File: src/sv/dead_pad_mask_map_unit_macros.svh
// Assertion macros shared by the pad mask map modules.
`ifndef DEAD_PAD_MASK_MAP_UNIT_MACROS_SVH
`define DEAD_PAD_MASK_MAP_UNIT_MACROS_SVH

`ifndef SYNTHESIS

// Check an implication on every clock edge outside reset.
`define DPM_ASSERT(lbl, clk, rstn, prop, msg) \
  lbl: assert property (@(posedge clk) disable iff (!rstn) (prop)) else $error(msg);

// Check that a condition holds in the cycle after a trigger.
`define DPM_ASSERT_NEXT(lbl, clk, rstn, trig, cons, msg) \
  lbl: assert property (@(posedge clk) disable iff (!rstn) (trig) |=> (cons)) else $error(msg);

`else

`define DPM_ASSERT(lbl, clk, rstn, prop, msg)

`define DPM_ASSERT_NEXT(lbl, clk, rstn, trig, cons, msg)

`endif

`endif

File: src/sv/dpm_pkg.sv
// Types, constants and helper functions of the pad mask map.
package dpm_pkg;

  localparam int PADS_X     = 160;
  localparam int PADS_Y     = 144;
  localparam int CHAMBERS   = 7;
  localparam int PC_PADS_X  = 80;
  localparam int PC_PADS_Y  = 48;
  localparam int SECTORS    = 6;
  localparam int PC_COUNT   = 6;

  localparam int WORD_BITS     = 48;
  localparam int WORDS_PER_COL = (PADS_Y + WORD_BITS - 1) / WORD_BITS;
  localparam int CH_WORDS      = PADS_X * WORDS_PER_COL;
  localparam int WORD_COUNT    = CHAMBERS * CH_WORDS;
  localparam int ADDR_W        = (WORD_COUNT > 1) ? $clog2(WORD_COUNT) : 1;
  localparam int BIT_W         = $clog2(WORD_BITS);
  localparam int WIDX_W        = (WORDS_PER_COL > 1) ? $clog2(WORDS_PER_COL) : 1;
  localparam int SECT_ROWS     = PADS_Y / SECTORS;

  // Column and row bounds of a region, wide enough for clipped block edges.
  localparam int X_W = $clog2(PADS_X + 2 * PC_PADS_X + 1);
  localparam int Y_W = $clog2(PADS_Y + 3 * PC_PADS_Y + 1);

  localparam int COORD_W      = 8;
  localparam int MAX_ROW_WORD = ((1 << COORD_W) - 1) / WORD_BITS;
  localparam int ROW_WORD_W   = (MAX_ROW_WORD > 0) ? $clog2(MAX_ROW_WORD + 1) : 1;

  localparam int QUEUE_DEPTH = 2;
  localparam int Q_PTR_W     = $clog2(QUEUE_DEPTH);
  localparam int Q_CNT_W     = $clog2(QUEUE_DEPTH + 1);

  typedef enum logic [1:0] {
    CMD_QUERY       = 2'd0,
    CMD_SET_CHAMBER = 2'd1,
    CMD_SET_SECTOR  = 2'd2,
    CMD_SET_PC      = 2'd3
  } cmd_t;

  typedef enum logic [1:0] {
    JOB_NOP,
    JOB_QUERY,
    JOB_WRITE
  } job_kind_t;

  typedef struct packed {
    logic [1:0]         cmd;
    logic [2:0]         chamber;
    logic [2:0]         sector;
    logic [2:0]         cathode;
    logic [COORD_W-1:0] pad_col;
    logic [COORD_W-1:0] pad_row;
    logic               active;
  } in_req_t;

  typedef struct packed {
    logic       pad_dead;
    logic [1:0] op_done;
  } out_res_t;

  // Classified request handed from the front end to the engine.
  typedef struct packed {
    job_kind_t         kind;
    logic [1:0]        cmd;
    logic [ADDR_W-1:0] addr;
    logic [BIT_W-1:0]  bit_idx;
    logic [X_W-1:0]    ncols;
    logic [Y_W-1:0]    y0;
    logic [Y_W-1:0]    y1;
    logic              on;
  } job_t;

  // Word of a column that holds a given pad row.
  function automatic logic [ROW_WORD_W-1:0] row_word(logic [COORD_W-1:0] row);
    int n;
    n = 0;
    for (int k = 1; k <= MAX_ROW_WORD; k++) begin
      if (int'(row) >= k * WORD_BITS) n++;
    end
    return ROW_WORD_W'(n);
  endfunction

endpackage

File: src/sv/dpm_queue.sv
// Short job queue between the front end and the engine.
`include "dead_pad_mask_map_unit_macros.svh"

module dpm_queue (
  input  logic          clk,
  input  logic          rst_n,
  input  logic          push,
  input  dpm_pkg::job_t push_job,
  output logic          full,
  input  logic          pop,
  output dpm_pkg::job_t pop_job,
  output logic          empty
);

  dpm_pkg::job_t                 slot_r [dpm_pkg::QUEUE_DEPTH];
  logic [dpm_pkg::Q_PTR_W-1:0]   wr_ptr_r;
  logic [dpm_pkg::Q_PTR_W-1:0]   rd_ptr_r;
  logic [dpm_pkg::Q_CNT_W-1:0]   cnt_r;

  assign full    = (cnt_r == dpm_pkg::Q_CNT_W'(dpm_pkg::QUEUE_DEPTH));
  assign empty   = (cnt_r == '0);
  assign pop_job = slot_r[rd_ptr_r];

  always_ff @(posedge clk) begin
    if (push) slot_r[wr_ptr_r] <= push_job;
  end

  always_ff @(posedge clk) begin
    if (!rst_n) begin
      wr_ptr_r <= '0;
      rd_ptr_r <= '0;
      cnt_r    <= '0;
    end else begin
      if (push) begin
        wr_ptr_r <= (int'(wr_ptr_r) == dpm_pkg::QUEUE_DEPTH - 1) ? '0 : wr_ptr_r + 1'b1;
      end
      if (pop) begin
        rd_ptr_r <= (int'(rd_ptr_r) == dpm_pkg::QUEUE_DEPTH - 1) ? '0 : rd_ptr_r + 1'b1;
      end
      if (push && !pop) cnt_r <= cnt_r + 1'b1;
      else if (pop && !push) cnt_r <= cnt_r - 1'b1;
    end
  end

  `DPM_ASSERT(a_q_no_overflow, clk, rst_n, push |-> !full, "job pushed into a full queue")
  `DPM_ASSERT(a_q_no_underflow, clk, rst_n, pop |-> !empty, "job popped from an empty queue")
  `DPM_ASSERT_NEXT(a_q_count_up, clk, rst_n, push && !pop, cnt_r == $past(cnt_r) + 1'b1, "queue count did not advance on push")

endmodule

File: config.mk
export PLATFORM = sky130hd
export DESIGN_NAME = dpm_queue
export DESIGN_NICKNAME = d
export VERILOG_FILES = /design/src/sv/dpm_pkg.sv /design/src/sv/dpm_queue.sv
export VERILOG_INCLUDE_DIRS = /design/src /design/src/sv
export SDC_FILE = /design/constraint.sdc
export NUM_CORES = 1
export LEC_CHECK = 0
export BUFFER_PORTS_ARGS = -buffer_cell sky130_fd_sc_hd__buf_2
export CORE_MARGIN = 1.5
export CORE_UTILIZATION = 50
export CTS_CLUSTER_SIZE = 16
export DETAILED_ROUTE_END_ITERATION = 6
export GPL_TIMING_DRIVEN = 1
export PLACE_DENSITY = 0.77
export SETUP_SLACK_MARGIN = 0.02
export SYNTH_ARGS = -nofsm -noshare
export SYNTH_HDL_FRONTEND = slang
export SYNTH_SLANG_ARGS = --single-unit
File: constraint.sdc
create_clock -name clk -period 4.7 [get_ports clk]
set_input_delay 0.705 -clock clk [delete_from_list [all_inputs] [get_ports clk]]
set_output_delay 0.705 -clock clk [all_outputs]
set_load 0.1 [all_outputs]
Word-level counts from Yosys, hierarchy flattened
Memories as Yosys holds them, arrays and structs flattened. A register that Yosys moved wholly into a read port is not among the register bits.
Index checks and enable logic that the tools add are counted.
W data, S select, Z words.
{ "op_classes": {"muxes": 8, "reduce_logical": 6, "eq_ne": 1, "n_addsub": 4} }
{ "ops": {"columns": ["operator", "count"], "rows": [
  ["$mux W1", 6],
  ["$mux W2", 2],
  ["$add A1 B1 Y1 const B", 2],
  ["$add A2 B1 Y2 const B", 1],
  ["$eq A2 B2 Y1 const B", 1],
  ["$logic_and A1 B1 Y1", 2],
  ["$logic_not A1 Y1", 2],
  ["$logic_not A2 Y1", 1],
  ["$reduce_bool A2 Y1", 1],
  ["$sub A2 B1 Y2 const B", 1]
]} }
{ "word_totals": {"ramBits": 100, "word_cells": 23, "inputBits": 54, "register_bits": 4, "mem_count": 1, "out_inout_bits": 52} }
{ "memory_table": {"columns": ["name", "depth", "width", "read_ports", "rd_ports_with_merged_regs", "wr", "line", "text"], "rows": [
  ["slot_r", 2, 50, 1, 1, 1, "dpm_queue.sv:15", "dpm_pkg::job_t slot_r [dpm_pkg::QUEUE_DEPTH];"]
]} }

Longest topological paths before layout
{ "depth": {"word_depth": 4, "mapped_depth": 5, "mapped_depth_nobuf": 5} }

Worst setup path after synthesis
OpenSTA, ideal clock, no wires.
{ "synth_path": {"path_type": "input to register", "from": "in push", "to": "mem slot_r[0][0] in the netlist's numbering (enable)", "path_slack_ns": 1.283, "setup_time_ns": 0.465, "path_buffers": 0, "cell_stages": 1, "arrival_ns": 2.952, "path_cell_list": "nor2b_1"} }
{ "synth_between": {"elab_chain_cells": 2} }
{ "synth_rtl": {"columns": ["item", "line", "text"], "rows": [
  ["from (decl)", "dpm_queue.sv:7", "input logic push,"],
  ["$mux W1", "dpm_queue.sv:25", "if (push) slot_r[wr_ptr_r] <= push_job;"],
  ["$mux W1 (not written as such)", "dpm_queue.sv:25", null],
  ["to (decl)", "dpm_queue.sv:15", null]
]} }
No other way between the ends.

==> results.cfg <==
[run_status]
status = complete, no violations

[cts]
clockBufferDepth = 2
post_cts_buffers = 0
cts_made_buffers = 9
cts_tree = built
cts.sinks = 105
cts_hold_buf = 0
clk_latency_ns = 0.35
cts.clk_slew.worst_paths_ns = 0.10
h-tree-depth = 3
cts_resized = 0
root_buffer = clkbuf_8

[critical_path]
crit_required_ns = 3.99
crit_path_end = pop_job[3]
path_buf_inv = 1
r2r-start = wr_ptr_r
cp.arrival_ns = 2.27
cp_slowest_cell = dfxtp_2
crit_family = flip-flops
worst-path-stages = 2
max_stage_delay_ns = 1.14
r2r_setup_slack_ns = 2.94
end_kind = primary output
cp-start-kind = flop
r2r_cells = 2
r2r_end = slot_r[1][36]
path_cells = mux2_2, buf_2
worstSetupPathType = reg2out
cp_max_fo = 50

[route]
detail_route.wirelength_mm = 6.13
wl_per_cell_microns = 15.5
drcViolationCount = 0
via_per_inst = 4.98
antenna_left = 0
drt_iter0_drc = 67
via_count = 1963
dr.pass1.iters = 4

[cells_and_area]
fin_nets = 345
fin_area_sq_mm = 0.00466
n_antenna_cell = 0
layout-drive-gt1-share_pct = 58.0
syn2layout_area_growth_pct = 22.2

[logic_synthesis]
ys_seq_elements = 105
seq_area_frac_synth_pct = 81.3
synth_fp_nets = 233
synth_area_sq_mm = 0.00381
netlist_instances = 178
async_flop_share_pct = 0
synth_ff_type = edfxtp_1
synth_cell_types = 17
avgSynthCellArea_sq_um = 21.4
synth_edf_count = 100
synth_warnings = 0

[timing]
rsz0062_at_grt = no
finalSetupViolCount = 0
timing.final.crit_period_ns = 2.98
worst_slew_pin_slew_ns = 1.21
maxSlewViolCount = 0
slew_headroom_pct = 19.4
finalSetupTns_ns = 0
finalCritPeriodShare_pct = 63.4
fmax_mhz = 336
clock_skew_ns = 0.0102
hold_viol = 0
hold_slack_ns = 0.537

[pwr]
power_switching_share_pct = 32.9
p_per_area_mw_per_mm2 = 466
clockPowerShare_pct = 25.3
combPwrFrac_pct = 23.7
ir_drop_uv = 264
leakagePower_uw = 0.00176
p_seq_share_pct = 51.0
fin_total_pwr_uw = 2170
power_switching_uw = 716
power.internal_uw = 1460

[floorplanning]
initial_utilization_pct = 52.0
die_w_microns = 90.4
dieArea_sq_mm = 0.00816
ios = 106
rows = 31
dieHeight_microns = 90.4
core_area_sq_mm = 0.00733

[global_routing]
grt_use_total_pct = 15.8
antenna_found_initial = 0
grt_max_degree = 51
first_global_vias = 2015
grt_pass1_wl_mm = 9.74
grt_overflow = 0

[placement]
placed_area_sq_mm = 0.00446
gp_congestion = 0.693
port_buffers = 105
dpl.hpwl_mm = 4.00

[hold_path]
hp-class = in2reg

[job]
max-cap-violations = 0
## synthesized netlist by cell type (2+ instances only)
library cell | number | area share (%)
xor2_1 | 2 | 0.46
dfxtp_1 | 5 | 2.6
edfxtp_1 | 100 | 79
and2_1 | 4 | 0.66
nor2b_1 | 2 | 0.33
buf_2 | 6 | 0.79
mux2_1 | 3 | 0.89
mux2_2 | 47 | 14
## worst reg2reg max path: stages (launching register included)
cell and delay [ns]:
dfxtp_1 0.39, and2_2 0.54, buf_4 0.48
## cells in the final DEF (no fill, tap or decap), drive strengths merged
master / count
nor2b: 2
o21a: 1
bufinv: 1
clkbuf: 14
edfxtp: 100
xnor2: 1
nor2: 1
and2: 4
dfxtp: 5
or3: 1
and2b: 1
ha: 1
inv: 1
clkinv: 1
xor2: 2
mux2: 50
a21boi: 1
o21ai: 1
buf: 107
## power groups by stage
| stage | Combinational (uW) | Sequential [uW] | Clock, uW |
|---|---|---|---|
| after floorplan | 450 | 1110 | 0 |
| final | 514 | 1110 | 550 |
| after global placement | 512 | 1130 | 0 |
| after CTS | 517 | 1110 | 567 |
| after global routing | 530 | 1110 | 596 |
| after detailed placement | 516 | 1130 | 0 |
## worst min path at each step
stage,from,cells after the start,slack [ns],end
after global placement,cnt_r[1],2,0.49,cnt_r[1]
final,push_job[49],1,0.54,slot_r[0][49]
after CTS,push_job[12],1,0.52,slot_r[1][12]
after global routing,push_job[4],1,0.51,slot_r[1][4]
after floorplan,cnt_r[1],2,0.47,cnt_r[1]
after detailed placement,cnt_r[1],2,0.55,cnt_r[1]
## per-layer routing
metal  vias up  part of all wire (%)  global-route usage [%]
li1        915                     -                       -
met1       971                    42                    19.4
met2        70                    50                    26.5
met3         7                   6.8                    5.30
met4         0                   1.0                    4.76
met5         -                     0                       0
## state kept, by name, summed over array words and instances (netlist names), named ones only
register / cells
slot_r: 100
wr_ptr_r: 1
rd_ptr_r: 1
cnt_r: 2
## cells by family after synthesis
group	count (synthesis)	share of synthesized area, %
muxes	50	14.8
AOI/OAI and AO/OA	3	0.525
xor gates and xnor gates	3	0.689
DFF	105	81.3
adders and majority gates	1	0.328
and+or+nand+nor	9	1.48
buffers and inverters	7	0.885
## stage by stage
step           util [%]  setup slack, ns  cells
2_1_floorplan         -             1.28    178
3_3_place_gp       60.8             2.05    378
3_5_place_dp       60.8             2.05    378
4_1_cts            63.6             1.64    394
5_1_grt            63.6             1.56    394
6_report           63.6             1.72    394
## cell type report
class                   instances  area (sq um)
well taps                      99           124
inverters                       1          3.75
multi-input cells              66           687
repair buffers                107           541
fillers                       551          2670
clock buffers                  14           163
flip-flops and latches        105          3100
clock inverters                 2          38.8
(Power assumes the default switching activity.)
